$ cat config.mk
export PLATFORM = sky130hd
export DESIGN_NAME = filename_to_padded_8_3
export DESIGN_NICKNAME = d
export VERILOG_FILES = /design/src/design/ft83_pkg.sv /design/src/design/ft83_ctrl.sv /design/src/design/ft83_dp.sv /design/src/design/filename_to_padded_8_3.sv
export VERILOG_INCLUDE_DIRS = /design/src /design/src/design
export SDC_FILE = /design/constraint.sdc
export NUM_CORES = 1
export LEC_CHECK = 0
export ABC_AREA = 1
export ABC_CLOCK_PERIOD_IN_PS = 1800
export BUFFER_PORTS_ARGS = -buffer_cell sky130_fd_sc_hd__buf_2
export CORE_MARGIN = 4
export CORE_UTILIZATION = 56
export DETAILED_ROUTE_END_ITERATION = 7
export PLACE_DENSITY = 0.76
export SLEW_MARGIN = 20
export SYNTH_ARGS = -nofsm -noshare
export SYNTH_HDL_FRONTEND = slang
export SYNTH_SLANG_ARGS = --single-unit
$ cat constraint.sdc
create_clock -name clk -period 1.8 [get_ports clk]
set_input_delay 0.45 -clock clk [delete_from_list [all_inputs] [get_ports clk]]
set_output_delay 0.45 -clock clk [all_outputs]
set_load 0.03 [all_outputs]
$ cat src/design/filename_to_padded_8_3_macros.svh
// assertion helpers used by the datapath file
`ifndef FILENAME_TO_PADDED_8_3_MACROS_SVH
`define FILENAME_TO_PADDED_8_3_MACROS_SVH

// same-cycle implication, inactive while reset is asserted
`define FT83_ASSERT_NOW(label, clk, rst_n, ante, cons, msg) \
  label: assert property (@(posedge clk) disable iff (!rst_n) (ante) |-> (cons)) \
    else $error(msg);

// next-cycle implication, inactive while reset is asserted
`define FT83_ASSERT_NEXT(label, clk, rst_n, ante, cons, msg) \
  label: assert property (@(posedge clk) disable iff (!rst_n) (ante) |=> (cons)) \
    else $error(msg);

`endif

$ cat src/design/ft83_pkg.sv
package ft83_pkg;

  localparam int CH_W       = 8;
  localparam int BASE_CHARS = 8;
  localparam int EXT_CHARS  = 3;
  localparam int NAME_LEN   = BASE_CHARS + EXT_CHARS;
  localparam int BCNT_W     = $clog2(BASE_CHARS + 1);
  localparam int ECNT_W     = $clog2(EXT_CHARS + 1);
  localparam int IDX_W      = $clog2(NAME_LEN);
  localparam int STAT_W     = 2;

  localparam logic [CH_W-1:0] CH_NUL   = 8'h00;
  localparam logic [CH_W-1:0] CH_STAR  = 8'h2A;
  localparam logic [CH_W-1:0] CH_DOT   = 8'h2E;
  localparam logic [CH_W-1:0] CH_QUERY = 8'h3F;
  localparam logic [CH_W-1:0] CH_SPACE = 8'h20;
  localparam logic [CH_W-1:0] CH_LOW_A = 8'h61;
  localparam logic [CH_W-1:0] CH_LOW_Z = 8'h7A;
  localparam logic [CH_W-1:0] CASE_OFS = 8'h20;

  typedef enum logic [STAT_W-1:0] {
    STAT_OK          = 2'd0,
    STAT_EMPTY       = 2'd1,
    STAT_LEADING_DOT = 2'd2
  } name_stat_t;

  typedef enum logic {
    ST_COLLECT,
    ST_EMIT
  } ctl_state_t;

  // controller to datapath
  typedef struct packed {
    logic take;    // store a non-terminating character
    logic finish;  // terminator accepted, latch the status
    logic load;    // move the indexed byte into the output register
    logic clear;   // last byte loaded, back to the empty name
  } dp_cmd_t;

  // datapath to controller
  typedef struct packed {
    logic ch_end;    // current input byte is the terminator
    logic out_free;  // output register can take a byte this cycle
    logic idx_last;  // emit index sits on the final byte
  } dp_stat_t;

  function automatic logic [CH_W-1:0] to_upper(input logic [CH_W-1:0] c);
    logic [CH_W-1:0] r;
    r = c;
    if (c >= CH_LOW_A && c <= CH_LOW_Z) r = c - CASE_OFS;
    return r;
  endfunction

endpackage

$ cat src/design/ft83_ctrl.sv
module ft83_ctrl (
  input  logic              clk,
  input  logic              rst_n,
  input  logic              in_tvalid,
  output logic              in_tready,
  input  ft83_pkg::dp_stat_t stat,
  output ft83_pkg::dp_cmd_t  cmd
);
  import ft83_pkg::*;

  ctl_state_t state_r, state_nxt;

  always_ff @(posedge clk) begin
    if (!rst_n) state_r <= ST_COLLECT;
    else        state_r <= state_nxt;
  end

  // next state
  always_comb begin
    state_nxt = state_r;
    case (state_r)
      ST_COLLECT: if (in_tvalid && stat.ch_end) state_nxt = ST_EMIT;
      ST_EMIT:    if (stat.out_free && stat.idx_last) state_nxt = ST_COLLECT;
      default:    state_nxt = ST_COLLECT;
    endcase
  end

  // outputs
  always_comb begin
    in_tready  = 1'b0;
    cmd        = '0;
    case (state_r)
      ST_COLLECT: begin
        in_tready  = 1'b1;
        cmd.take   = in_tvalid && !stat.ch_end;
        cmd.finish = in_tvalid && stat.ch_end;
      end
      ST_EMIT: begin
        cmd.load  = stat.out_free;
        cmd.clear = stat.out_free && stat.idx_last;
      end
      default: begin
        in_tready = 1'b0;
      end
    endcase
  end

endmodule

$ cat src/design/ft83_dp.sv
`include "filename_to_padded_8_3_macros.svh"

module ft83_dp (
  input  logic                          clk,
  input  logic                          rst_n,
  input  logic [ft83_pkg::CH_W-1:0]     ch,
  input  ft83_pkg::dp_cmd_t             cmd,
  output ft83_pkg::dp_stat_t            stat,
  output logic                          out_tvalid,
  input  logic                          out_tready,
  output logic [ft83_pkg::CH_W-1:0]     out_tdata,
  output logic [ft83_pkg::STAT_W-1:0]   out_tuser,
  output logic                          out_tlast
);
  import ft83_pkg::*;

  logic [CH_W-1:0]   store_r [NAME_LEN];
  logic [CH_W-1:0]   store_nxt [NAME_LEN];
  logic [BCNT_W-1:0] base_count_r, base_count_nxt;
  logic              base_star_r, base_star_nxt;
  logic              in_ext_r, in_ext_nxt;
  logic [ECNT_W-1:0] ext_count_r, ext_count_nxt;
  logic              ext_closed_r, ext_closed_nxt;
  logic              seen_any_r, seen_any_nxt;
  logic              lead_dot_r, lead_dot_nxt;
  name_stat_t        status_r, status_nxt;
  logic [IDX_W-1:0]  emit_idx_r, emit_idx_nxt;
  logic              out_valid_r, out_valid_nxt;
  logic [CH_W-1:0]   out_byte_r, out_byte_nxt;
  name_stat_t        out_stat_r, out_stat_nxt;
  logic              out_last_r, out_last_nxt;
  logic [CH_W-1:0]   ch_up;

  assign ch_up         = to_upper(ch);
  assign stat.ch_end   = (ch == CH_NUL);
  assign stat.out_free = !out_valid_r || out_tready;
  assign stat.idx_last = (emit_idx_r == IDX_W'(NAME_LEN - 1));

  // name building
  always_comb begin
    store_nxt      = store_r;
    base_count_nxt = base_count_r;
    base_star_nxt  = base_star_r;
    in_ext_nxt     = in_ext_r;
    ext_count_nxt  = ext_count_r;
    ext_closed_nxt = ext_closed_r;
    seen_any_nxt   = seen_any_r;
    lead_dot_nxt   = lead_dot_r;
    if (cmd.take) begin
      seen_any_nxt = 1'b1;
      if (!in_ext_r) begin
        if (ch == CH_DOT) begin
          if (!seen_any_r) lead_dot_nxt = 1'b1;
          in_ext_nxt = 1'b1;
        end else if (!base_star_r && base_count_r < BCNT_W'(BASE_CHARS)) begin
          if (ch == CH_STAR) begin
            // star fills the remaining base positions
            for (int i = 0; i < BASE_CHARS; i++) begin
              if (BCNT_W'(i) >= base_count_r) store_nxt[i] = CH_QUERY;
            end
            base_star_nxt = 1'b1;
          end else begin
            store_nxt[IDX_W'(base_count_r)] = ch_up;
            base_count_nxt = base_count_r + 1'b1;
          end
        end
      end else if (!ext_closed_r) begin
        if (ch == CH_DOT || ch == CH_STAR) begin
          if (ch == CH_STAR) begin
            for (int i = 0; i < EXT_CHARS; i++) begin
              if (ECNT_W'(i) >= ext_count_r) store_nxt[BASE_CHARS + i] = CH_QUERY;
            end
          end
          ext_closed_nxt = 1'b1;
        end else begin
          // ext_count is below EXT_CHARS whenever the extension is open
          store_nxt[IDX_W'(BASE_CHARS) + IDX_W'(ext_count_r)] = ch_up;
          ext_count_nxt = ext_count_r + 1'b1;
          if (ext_count_r + 1'b1 >= ECNT_W'(EXT_CHARS)) ext_closed_nxt = 1'b1;
        end
      end
    end
    if (cmd.clear) begin
      for (int i = 0; i < NAME_LEN; i++) store_nxt[i] = CH_SPACE;
      base_count_nxt = '0;
      base_star_nxt  = 1'b0;
      in_ext_nxt     = 1'b0;
      ext_count_nxt  = '0;
      ext_closed_nxt = 1'b0;
      seen_any_nxt   = 1'b0;
      lead_dot_nxt   = 1'b0;
    end
  end

  // emit side
  always_comb begin
    status_nxt    = status_r;
    emit_idx_nxt  = emit_idx_r;
    out_valid_nxt = out_valid_r && !out_tready;
    out_byte_nxt  = out_byte_r;
    out_stat_nxt  = out_stat_r;
    out_last_nxt  = out_last_r;
    if (cmd.finish) begin
      if (!seen_any_r)     status_nxt = STAT_EMPTY;
      else if (lead_dot_r) status_nxt = STAT_LEADING_DOT;
      else                 status_nxt = STAT_OK;
    end
    if (cmd.load) begin
      out_valid_nxt = 1'b1;
      out_byte_nxt  = (status_r != STAT_OK) ? CH_SPACE : store_r[emit_idx_r];
      out_stat_nxt  = status_r;
      out_last_nxt  = stat.idx_last;
      emit_idx_nxt  = stat.idx_last ? '0 : emit_idx_r + 1'b1;
    end
  end

  always_ff @(posedge clk) begin
    if (!rst_n) begin
      for (int i = 0; i < NAME_LEN; i++) store_r[i] <= CH_SPACE;
      base_count_r <= '0;
      base_star_r  <= 1'b0;
      in_ext_r     <= 1'b0;
      ext_count_r  <= '0;
      ext_closed_r <= 1'b0;
      seen_any_r   <= 1'b0;
      lead_dot_r   <= 1'b0;
      emit_idx_r   <= '0;
      out_valid_r  <= 1'b0;
    end else begin
      store_r      <= store_nxt;
      base_count_r <= base_count_nxt;
      base_star_r  <= base_star_nxt;
      in_ext_r     <= in_ext_nxt;
      ext_count_r  <= ext_count_nxt;
      ext_closed_r <= ext_closed_nxt;
      seen_any_r   <= seen_any_nxt;
      lead_dot_r   <= lead_dot_nxt;
      emit_idx_r   <= emit_idx_nxt;
      out_valid_r  <= out_valid_nxt;
    end
  end

  always_ff @(posedge clk) begin
    status_r   <= status_nxt;
    out_byte_r <= out_byte_nxt;
    out_stat_r <= out_stat_nxt;
    out_last_r <= out_last_nxt;
  end

  assign out_tvalid = out_valid_r;
  assign out_tdata  = out_byte_r;
  assign out_tuser  = out_stat_r;
  assign out_tlast  = out_last_r;

  `FT83_ASSERT_NOW(a_base_bound, clk, rst_n, 1'b1, base_count_r <= BCNT_W'(BASE_CHARS), "base count overran the base field")
  `FT83_ASSERT_NEXT(a_last_marks_end, clk, rst_n, cmd.load && stat.idx_last, out_tlast && emit_idx_r == '0, "final byte not flagged or index not rewound")
  `FT83_ASSERT_NEXT(a_clear_empties, clk, rst_n, cmd.clear, !seen_any_r && !in_ext_r && base_count_r == '0, "name state not cleared after emit")
  `FT83_ASSERT_NOW(a_error_blank, clk, rst_n, out_valid_r && out_stat_r != STAT_OK, out_byte_r == CH_SPACE, "error name carries a non-space byte")
  `FT83_ASSERT_NOW(a_no_take_emit, clk, rst_n, cmd.load, !cmd.take && !cmd.finish, "input taken while the name is being emitted")

endmodule

$ cat src/design/filename_to_padded_8_3.sv
// channel   | dir | tdata                  | tuser      | tlast
// ----------+-----+------------------------+------------+---------------------
// in_       | in  | [7:0] ch               | -          | -
// out_      | out | [7:0] name_byte        | [1:0] status | last (eleventh byte)
//
// a non-zero character is taken in one cycle and updates the name registers
// a zero byte ends the name: input then stalls while the 11 padded bytes leave
// one per cycle from the output register whenever out_tready does not hold it back
// the next name may start while the final byte still waits in the output register
// back-pressure on out_tready holds the emit counter and the output register
// reset (rst_n low, synchronous) clears the name to all spaces and the counters
module filename_to_padded_8_3 (
  input  logic                          clk,
  input  logic                          rst_n,
  input  logic                          in_tvalid,
  output logic                          in_tready,
  input  logic [ft83_pkg::CH_W-1:0]     in_tdata,   // [7:0] ch
  output logic                          out_tvalid,
  input  logic                          out_tready,
  output logic [ft83_pkg::CH_W-1:0]     out_tdata,  // [7:0] name_byte
  output logic [ft83_pkg::STAT_W-1:0]   out_tuser,  // [1:0] status
  output logic                          out_tlast
);
  import ft83_pkg::*;

  dp_cmd_t  cmd;
  dp_stat_t stat;

  // sequencer: collect characters, then step through the stored name
  ft83_ctrl u_ctrl (
    .clk       (clk),
    .rst_n     (rst_n),
    .in_tvalid (in_tvalid),
    .in_tready (in_tready),
    .stat      (stat),
    .cmd       (cmd)
  );

  // name registers, field counters, status latch and output register
  ft83_dp u_dp (
    .clk        (clk),
    .rst_n      (rst_n),
    .ch         (in_tdata),
    .cmd        (cmd),
    .stat       (stat),
    .out_tvalid (out_tvalid),
    .out_tready (out_tready),
    .out_tdata  (out_tdata),
    .out_tuser  (out_tuser),
    .out_tlast  (out_tlast)
  );

endmodule
# ---- Word level (Yosys, flattened, before mapping)
# Index checks and enable logic that the tools add are counted.
dict set report word_totals {
  register_bits 118
  latchBits 0
  ram_bits 0
  rom_bits 0
  input_bits 12
  wordCells 158
  mem_count 0
}
dict set report op_classes {
  addsub 5
  mul 0
  div 0
  order_cmp 20
  eq_ne 19
  shift 0
  n_mux 44
  bitwise 11
  n_reduce_logical 34
}
# cell count
set op_table {}
lappend op_table {{2-to-1 mux 88 bit} 4}
lappend op_table {{bitwise mux 88 bit} 2}
lappend op_table {{2-to-1 mux 64 bit} 2}
lappend op_table {{2-to-1 mux 8 bit} 16}
lappend op_table {{2-to-1 mux 24 bit} 3}
lappend op_table {{demux 8 bit (select 4 bit)} 2}
lappend op_table {{AND reduction 6 bit} 8}
lappend op_table {{binary-select mux 8 bit (select 4 bit)} 1}
lappend op_table {{!= test 3 x 2 -> 1 bit (second input constant)} 8}
lappend op_table {{AND reduction 7 bit} 3}
lappend op_table {{== test 8 x 6 -> 1 bit (second input constant)} 2}
lappend op_table {{>= comparator 3 x 4 -> 1 bit (first input constant)} 4}
lappend op_table {{>= comparator 5 bit (second input constant)} 3}
lappend op_table {{NOT 4 -> 5 bit} 3}
lappend op_table {{!= test 3 bit (second input constant)} 4}
lappend op_table {{< comparator 5 x 1 -> 1 bit (second input constant)} 2}
lappend op_table {{AND reduction 5 bit} 2}
lappend op_table {{2-to-1 mux 1 bit} 9}
lappend op_table {{adder 4 x 1 -> 4 bit (second input constant)} 2}
lappend op_table {{>= comparator 1 x 4 -> 1 bit (first input constant)} 2}
lappend op_table {{>= comparator 2 x 4 -> 1 bit (first input constant)} 2}
lappend op_table {{>= comparator 8 x 7 -> 1 bit (second input constant)} 1}
lappend op_table {{<= comparator 8 x 7 -> 1 bit (second input constant)} 1}
lappend op_table {{logical AND 1 bit} 8}
lappend op_table {{other kinds (21)} 39}

# ---- Longest topological paths before layout
# Gate-level depths: netlist of run 1.
dict set report logic_depth {
  ltp_word 10
  mapped_depth 13
  ltp_nobuf 12
}

# ---- Modules after synthesis
# A second synthesis of run 1 with hierarchy kept.
dict set report unflattened {
  hier_cells 810
  hier_area_um2 5899.4
}
# module instances cells_each area_each_um2 seq_area_each_um2
set by_module_without_submodules {}
lappend by_module_without_submodules {ft83_dp 1 797 5823.1 2472.4}
lappend by_module_without_submodules {ft83_ctrl 1 13 76.3 20.0}

# ---- Worst setup path before layout of run 1
# Ideal clock, no wire load.
dict set report synth_path {
  path_kind {flip-flop to flip-flop}
  startpoint {register u_dp.out_valid_r, in the netlist u_dp.out_tvalid}
  endpoint {register u_dp.store_r[69] in the netlist's numbering}
  t_arrival_ps 1765
  required_time_ps 1683
  setup_slack_ps -82
  path_stages_with_launch 9
  n_path_buf 1
  period_less_slack_ps 1882
  cell_sequence {dfxtp_1 -> nand2_1 -> nand2_1 -> inv_1 -> a21oi_1 -> inv_1 -> clkbuf_1 -> a21oi_1 -> nand2_1}
}
dict set report synth_between {
  elab_chain_len 5
}
# item line
set synth_lines {}
lappend synth_lines {{from (decl)} ft83_dp.sv:28} ;# logic out_valid_r, out_valid_nxt;
lappend synth_lines {{from (signal assigned)} ft83_dp.sv:139} ;# out_valid_r <= out_valid_nxt;
lappend synth_lines {{logical NOT 1 bit} ft83_dp.sv:36} ;# assign stat.out_free = !out_valid_r || out_tready;
lappend synth_lines {{logical OR 1 bit} ft83_dp.sv:36}
lappend synth_lines {{logical AND 1 bit} ft83_ctrl.sv:40} ;# cmd.clear = stat.out_free && stat.idx_last;
lappend synth_lines {{2-to-1 mux 2 bit} ft83_ctrl.sv:32} ;# case (state_r)
lappend synth_lines {{OR reduction 2 bit (no line)} n/a}
lappend synth_lines {{to (signal assigned)} ft83_dp.sv:130} ;# store_r <= store_nxt;
lappend synth_lines {{to (decl)} ft83_dp.sv:17} ;# logic [CH_W-1:0] store_r [NAME_LEN];
# Every way passes these cells.
# A chain may end at the register's enable or synchronous reset.

# ---- Worst setup path in the final report of run 1
dict set report layout_path {
  startpoint {register u_dp.emit_idx_r[0]}
  endpoint {register u_dp.out_byte_r[3], in the netlist u_dp.out_tdata[3] (data pin)}
}
dict set report layout_between {
  elab_chain_len 4
}
# item line
set layout_lines {}
lappend layout_lines {{from (decl)} ft83_dp.sv:27} ;# logic [IDX_W-1:0] emit_idx_r, emit_idx_nxt;
lappend layout_lines {{from (signal assigned)} ft83_dp.sv:138} ;# emit_idx_r <= emit_idx_nxt;
lappend layout_lines {{NOT 4 -> 5 bit (not written as such)} ft83_dp.sv:110} ;# out_byte_nxt = (status_r != STAT_OK) ? CH_SPACE : store_r[emit_idx_r];
lappend layout_lines {{binary-select mux 8 bit (select 4 bit)} ft83_dp.sv:110}
lappend layout_lines {{2-to-1 mux 8 bit (not written as such) (2 in a row)} ft83_dp.sv:110}
lappend layout_lines {{to (signal assigned)} ft83_dp.sv:145} ;# out_byte_r <= out_byte_nxt;
lappend layout_lines {{to (decl)} ft83_dp.sv:29} ;# logic [CH_W-1:0] out_byte_r, out_byte_nxt;
# Every way passes these cells. The select of a mux whose other input is x is not followed.

==> results.ini, run 1 <==
[die]
die_w_um=112
initial_core_util=0.580
die_h_um=112
fp-row-count=37
dieArea_mm2=0.0125
ioPinCount=25
core-area_mm2=0.0104

[sta]
rsz0062_at_grt=yes
fin_skew_ns=0.00825
slew_viol_final=0
hold_violations=0
setup_viol=1
fin_ws_ns=-0.0523
fmax_mhz=540
period_share=1.03
max_slew.worst_pin.slew_ns=0.386
period_needed_ns=1.85
whs_ns=0.173
relSlewSlack=0.742

[cells_and_area]
area_growth_pct=28.3
finalInstanceArea_mm2=0.00771
finalNetCount=979
diodes=0
fillCellCount=814
drive_above_1_share=0.239

[run]
max-cap-violations=0

[yosys]
synth_top_family_by_area=simple AND/OR/NAND/NOR gates
synthCells=857
yosys_warnings=0
synth_compound_area_frac=0.194
synthAdderAreaFrac=0.0208
synth_seq_area_share=0.414
netlist_area_mm2=0.00601
yosys.cell_types.count=37
ys_seq_elements=118
synthMuxAreaShare=0
synth.avg_cell_area_um2=7.02
synthXorXnorAreaFrac=0
synth_simple_gate_area_share=0.294
synth_nets=879

[drt]
first_iter_violations=805
vias_per_cell=5.84
avgRoutedWirePerCell_um=18.2
dr.pass1.iters=5
via_count=6461
drcViolationCount=0
wirelength_mm=20.1
ant_nets=0

[setup_path]
worstPathArrival_ns=2.13
startpoint_type=flop
required_ns=2.08
critPathKind=flop to flop
cp_max_fo=7
critPathSlowestCell=dfxtp_4
regToRegStartpoint=u_dp.emit_idx_r[0]
critPathTopFamily=compound AO/OA/AOI/OAI gates
cp_slowest_stage_delay_ns=0.37
worstPathCellList=inv_2 -> nand2_2 -> clkinvlp_4 -> buf_4 -> a22oi_1 -> o211ai_1 -> nand3_2 -> a31oi_1
crit_path_start=u_dp.emit_idx_r[0]
cp_num_buf_inv=3
end_kind=flop

[power_and_ir_drop]
ir_drop_mv=0.794
powerDensity_mw_per_mm2=888
p_seq_frac=0.400
switching_share=0.235
leakage_nw=3.34
power.total_mw=6.85
pwr-share-clk=0.512
internal_power_mw=5.24
netSwitchingPower_mw=1.61
pwr-share-comb=0.088

[grt]
grt_overflow=0
grt_pass1_wl_mm=31.7
track_usage=0.321
grt_antenna_before_repair=0
grt_pass1_vias=6153
grt_max_degree=60

[clocking]
clk_pin_slew_ns=0.06
clock_sinks=118
cts_tree=done
numCtsBuffers=17
ctsHoldBuffers=0
clk_path_buf_depth=2
clock_latency_ns=0.54
htreeDepth=4
clockRootBuffer=clkbuf_8

[placement]
gp_congestion=1.03
io_buffers=24
dpl.hpwl_mm=14.0
post_dp_cell_area_mm2=0.00683
pre_cts_ws_ns=-0.178

[hold_path]
hp-class=input port to flop
min_from=rst_n

[outcome]
status=finished, violations left
violations=setup timing

metrics by stage:
stage | TNS [ns] | instances | util
6_report | -0.0523 | 1106 | 0.744
5_1_grt | -0.412 | 1106 | 0.744
4_1_cts | -0.0460 | 1097 | 0.722
3_5_place_dp | -9.25 | 1063 | 0.659
3_3_place_gp | -5.71 | 1063 | 0.659
2_1_floorplan | 0 | 857 | -
cell type report:
class,instances,area [µm²],share of cell area
clock inverter,9,120,0.0156
inverter,81,309,0.0401
timing repair buffer,114,873,0.113
sequential,118,2500,0.324
multi-input combinational,625,3240,0.421
clock buffer,23,497,0.0644
tap,136,170,0.0221
worst paths after layout:
check	endpoint	slack (ns)	depth (start not counted)
worst max register to register	u_dp.out_tdata[3]	-0.05	8
worst min register to register	u_dp.store_r[85]	0.46	2
worst min-delay path	u_dp.emit_idx_r[2]	0.17	3
worst max-delay path	u_dp.out_tdata[3]	-0.05	8
worst min-delay path: cells and delay by family:
kind	cells	cell delay [ns]
buffers and inverters	1	0.11
AND/OR/NAND/NOR	1	0.07
AO/OA/AOI/OAI	1	0.04
registers in the layout (all words and copies together), names as in the netlist:
register           flops
u_ctrl.state_r         1
u_dp.lead_dot_r        1
u_dp.in_ext_r          1
u_dp.out_tuser         2
u_dp.seen_any_r        1
u_dp.out_tdata         8
u_dp.out_tlast         1
u_dp.emit_idx_r        4
u_dp.base_count_r      4
u_dp.base_star_r       1
u_dp.store_r          88
u_dp.ext_closed_r      1
u_dp.ext_count_r       2
u_dp.out_tvalid        1
u_dp.status_r          2
cell families (layout without fill, tap and decap cells):
family | after synthesis | after routing
AOI/OAI and AO/OA | 212 | 212
DFF | 118 | 118
buffers and inverters | 116 | 227
adders and majority gates | 10 | 10
and+or+nand+nor | 401 | 403
synthesized netlist by cell type (all sizes together):
cell	instances	area [µm²]
ha	10	125
nor3	4	25.0
nand3	48	258
clkbuf	24	90.1
edfxtp	13	390
nand2	181	742
nand4	2	12.5
inv	79	297
nor2	158	678
a21oi	82	410
a41oi	1	8.76
buf	11	63.8
dfxtp	105	2100
o21ai	94	470
o41ai	5	43.8
a22oi	9	67.6
o211ai	9	67.6
nand3b	2	15.0
a31oi	2	12.5
clkinv	2	8.75
a221oi	4	35.0
or2	1	6.26
o2111ai	6	52.6
nor4	5	31.3
power groups by stage:
stage | Combinational, mW | Clock, mW | Sequential (mW)
floorplan | 0.315 | 0 | 2.78
global placement | 0.537 | 0 | 2.79
detailed placement | 0.552 | 0 | 2.79
CTS | 0.559 | 3.51 | 2.73
global route | 0.653 | 3.66 | 2.74
finish | 0.603 | 3.51 | 2.74
what timing repair did:
item | in CTS | in global routing
hold endpoints to repair | 0 | 0
pin swaps | 0 | 10
gates cloned | 0 | 2
setup endpoints to repair | 18 | 80
gates resized for setup | 6 | 48
setup buffers | 2 | 7
cell usage in the layout, fill, tap and decap left out, types with 14 or more instances in the layout:
cell and instances:
a21oi_1 77, buf_2 24, buf_4 81, clkbuf_16 16
dfxtp_1 101, inv_1 65, nand2_1 163, nand3_1 45
nor2_1 134, nor2_4 14, o21ai_0 84
per-layer routing:
layer / up-vias / track usage / share of wire
met2: 338 / 0.502 / 0.47
met1: 3033 / 0.426 / 0.41
li1: 3041 / - / -
met4: 0 / 0.138 / 0.030
met3: 49 / 0.0734 / 0.087
met5: - / 0 / 0
Note: power is estimated with default switching activity, not from simulation.
==> run 2, diff against run 1 <==
- ABC_AREA: 1 -> not set
- CORE_UTILIZATION: 56 -> 58
- CTS_BUF_LIST: not set -> sky130_fd_sc_hd__clkbuf_2 sky130_fd_sc_hd__clkbuf_4 sky130_fd_sc_hd__clkbuf_8
- PLACE_DENSITY: 0.76 -> 0.79
==> run 2 against run 1 <==
The run now fails in 5_1_grt. Synthesized area down 3.5%. Synthesized cell count down 28%.
==> results.ini, run 2 <==
[yosys]
synth.avg_cell_area_um2=9.34
yosys.area.top_type=dfxtp_1
synthCells=621
synthAdderAreaFrac=0.0216
synthXorXnorAreaFrac=0.00604
yosys.cell_types.count=58
netlist_top_cells_count=105 x dfxtp_1, 90 x nor2_1, 41 x a21oi_1
synth_seq_area_share=0.429
yosysTopAreaCellShare=0.362
synth_compound_area_frac=0.185
synth_top_family_by_area=compound AO/OA/AOI/OAI gates
netlist_area_mm2=0.00580
synth_most_common_cell=dfxtp_1
synthMuxAreaShare=0.126
synthFlopType=dfxtp_1
synth_simple_gate_area_share=0.180
yosys_warnings=0
ys_top_cells_by_area=dfxtp_1 36%, edfxtp_1 6.7%, mux4_2 6.2%
synth_edf_count=13
synth-async-reset-ratio=0
ys_seq_elements=118
synth_nets=643

[clocking]
clk_path_buf_depth=2
numCtsBuffers=17
clockRootBuffer=clkbuf_8
ctsHoldBuffers=0
clock_sinks=118
htreeDepth=4

[die]
die_h_um=108
ioPinCount=25
initial_core_util=0.594
fp-row-count=36
die_w_um=108

[sta]
grt-worst-endpoint=u_dp.store_r[17]$_SDFFE_PP0P_/D
worst_endpoint_kind=register data pin

[placement]
dpl.hpwl_mm=12.2
io_buffers=24
post_dp_cell_area_mm2=0.00702
gp_congestion=0.912

[grt]
grt_overflow=9
grt_max_degree=24
track_usage=0.707

[outcome]
first-error=[ERROR GRT-0232] Routing congestion too high. Check the congestion heatmap in the GUI.
status=stopped before the end
lastStage=5_1_grt

[run 2: changes by cell type after synthesis, sizes merged, moves of 30 or more]
cell    previous run  this run
inv               79        18
nand3             48        18
nand2            181        30
a21oi             82        41
nor2             158        90
o21ai             94         9
a211oi             0        35
[run 2: cells by family after synthesis]
| logic type | count (synthesis) |
|---|---|
| simple gates | 217 |
| compound gates | 145 |
| flops | 118 |
| buf+inv | 75 |
| mux | 52 |
| fa+ha+maj | 10 |
| xor+xnor | 4 |
[run 2: what timing repair did]
action | CTS
buffers inserted | 32
hold endpoints to repair | 0
endpoints found under the setup margin | 105
gates resized for setup | 172
pin swaps | 61
cloned | 12
[run 2: stage by stage]
stage / utilization / std cells / setup slack, ns / TNS, ns / hold slack (ns)
after CTS: 0.887 / 914 / -0.251 / -9.38 / 0.321
after detailed placement: 0.718 / 840 / -0.706 / -53.99 / 0.448
after global placement: 0.718 / 840 / -0.606 / -48.89 / 0.443
after floorplan: - / 621 / -0.594 / -32.10 / 0.424
[run 2: per-layer routing]
layer,track usage,overflow
met5,0.129,0
met4,0.715,4
met3,0.531,0
met2,0.872,5
met1,0.723,0
==> run 3, diff against run 2 <==
- ABC_CLOCK_PERIOD_IN_PS: 1800 -> 2300
- CORE_UTILIZATION: 58 -> 40
- CTS_BUF_LIST: sky130_fd_sc_hd__clkbuf_2 sky130_fd_sc_hd__clkbuf_4 sky130_fd_sc_hd__clkbuf_8 -> not set
- PLACE_DENSITY: 0.79 -> not set
- PLACE_DENSITY_LB_ADDON: not set -> 0.15
- clock period: 1.8 -> 2.3 ns (I/O delays scaled with it)
==> run 3 against run 2 <==
The flow now finishes without violations. Synthesized area did not move. Synthesized cell count did not move.
==> results.ini, run 3 <==
[grt]
grt_overflow=0
grt_pass1_wl_mm=27.1
grt_pass1_vias=4932
grt_antenna_before_repair=0
grt_max_degree=42
track_usage=0.214

[yosys]
yosys.cell_types.count=58
synth_nets=643
synth_most_common_cell=dfxtp_1
synthCells=621
netlist_top_cells_count=105 x dfxtp_1, 90 x nor2_1, 41 x a21oi_1
ys_seq_elements=118
synth_edf_count=13
yosysTopAreaCellShare=0.362
synth.avg_cell_area_um2=9.34
synthFlopType=dfxtp_1
synth_seq_area_share=0.429
yosys.area.top_type=dfxtp_1
netlist_area_mm2=0.00580
yosys_warnings=0
ys_top_cells_by_area=dfxtp_1 36%, edfxtp_1 6.7%, mux4_2 6.2%
synth-async-reset-ratio=0

[placement]
gp_congestion=0.921
pre_cts_ws_ns=-0.432
placedCellCount=846
io_buffers=24
post_dp_cell_area_mm2=0.00668
dpl.hpwl_mm=11.8

[drt]
via_count=5067
ant_nets=0
dr.pass1.iters=5
drcViolationCount=0
first_iter_violations=395
wirelength_mm=17.1
avgRoutedWirePerCell_um=19.4
vias_per_cell=5.76

[setup_path]
critPathKind=input port to flop
end_kind=flop
startpoint_type=input port
cp_max_fo=14
worstPathArrival_ns=2.48
required_ns=2.59

[power_and_ir_drop]
leakage_nw=2.60
pwr-share-clk=0.505
pwr-share-comb=0.085
netSwitchingPower_mw=1.21
switching_share=0.232
ir_drop_mv=0.532
internal_power_mw=4.00
powerDensity_mw_per_mm2=711
p_seq_frac=0.410

[cells_and_area]
finalInstanceArea_mm2=0.00733
largest_register_ffs=88
multi_input_area_mm2=0.00310
fillCellCount=1274
finalNetCount=709
drive_above_1_share=0.255
final_common_cell=dfxtp_1
layout_common_cells=105 x dfxtp_1, 89 x nor2_1, 69 x buf_4, 41 x a21oi_1, 31 x a211oi_1
utilization=0.522
diodes=0
top_register=u_dp.store_r
stdcell_count=879
area_growth_pct=26.3
regArea_mm2=0.00249

[sta]
fin_tns_setup_ns=0
slew_viol_final=0
max_slew.worst_pin.slew_ns=0.737
hold_violations=0
setup_viol=0
fin_skew_ns=0.0131
fin_ws_ns=0.108
period_share=0.953
relSlewSlack=0.508
fmax_mhz=456
period_needed_ns=2.19

[die]
fp-row-count=43
initial_core_util=0.413
die_w_um=128
core-area_mm2=0.0140
dieArea_mm2=0.0165
ioPinCount=25
die_h_um=128

[clocking]
clock_sinks=118
clockRootBuffer=clkbuf_16
htreeDepth=4
clk_path_buf_depth=2
numCtsBuffers=17
clock_latency_ns=0.43
ctsHoldBuffers=0
clk_pin_slew_ns=0.05
cts_tree=done

[outcome]
status=completed

[hold_path]
hp-class=input port to flop

[run]
max-cap-violations=0

==> run 3: worst max-delay path, stage by stage <==
cell and delay, ns:
buf_2 0.14, or4_1 0.57, or3_4 0.40, a2111oi_4 0.37
buf_12 0.19, mux2i_1 0.18, nor2_1 0.05
==> run 3: power groups by stage <==
stage	clock network, mW	logic (mW)	registers, mW
after detailed placement	0	0.427	2.18
final	2.63	0.444	2.14
after CTS	2.66	0.435	2.14
after global placement	0	0.425	2.18
after floorplan	0	0.248	2.18
after global routing	2.76	0.478	2.14
==> run 3: repair_timing <==
item | in CTS | in global routing
pin swaps | 2 | 2
hold endpoints to repair | 0 | 0
gates resized for setup | 1 | 5
endpoints found under the setup margin | 11 | 18
buffers inserted | 1 | 1
==> run 3: through the flow <==
| stage | hold slack (ns) | power [mW] |
|---|---|---|
| floorplan | 0.424 | 2.42 |
| detailed placement | 0.447 | 2.61 |
| global placement | 0.439 | 2.60 |
| finish | 0.450 | 5.21 |
| CTS | 0.445 | 5.23 |
| global route | 0.469 | 5.38 |
==> run 3: final timing paths <==
check,from,slack [ns],endpoint,depth (start not counted)
max,in_tdata[6],0.11,u_dp.store_r[6],7
min reg2reg,u_dp.store_r[26],0.46,u_dp.store_r[26],2
min,out_tready,0.45,u_dp.out_tvalid,3
max reg2reg,u_dp.base_count_r[1],0.16,u_dp.store_r[22],9
==> run 3: area by class of cell <==
class,count,share of cell area
Clock buffer,23,0.0666
Clock inverter,8,0.0133
Inverter,18,0.00922
Multi-Input combinational cell,428,0.423
Sequential cell,118,0.340
Tap cell,180,0.0307
Timing Repair Buffer,104,0.117
==> run 3: cell families after synthesis <==
family | count (synthesis) | synth area share
muxes | 52 | 0.126
buffers and inverters | 75 | 0.0517
adders and majority gates | 10 | 0.0216
xor gates and xnor gates | 4 | 0.00604
AOI/OAI and AO/OA | 145 | 0.185
and+or+nand+nor | 217 | 0.180
DFF | 118 | 0.429
==> run 3: metal layers <==
layer | vias up | track usage | part of all wire
met5 | - | 0 | 0
met3 | 18 | 0.0531 | 0.056
li1 | 2403 | - | -
met1 | 2492 | 0.269 | 0.44
met4 | 0 | 0.0780 | 0.014
met2 | 154 | 0.356 | 0.49
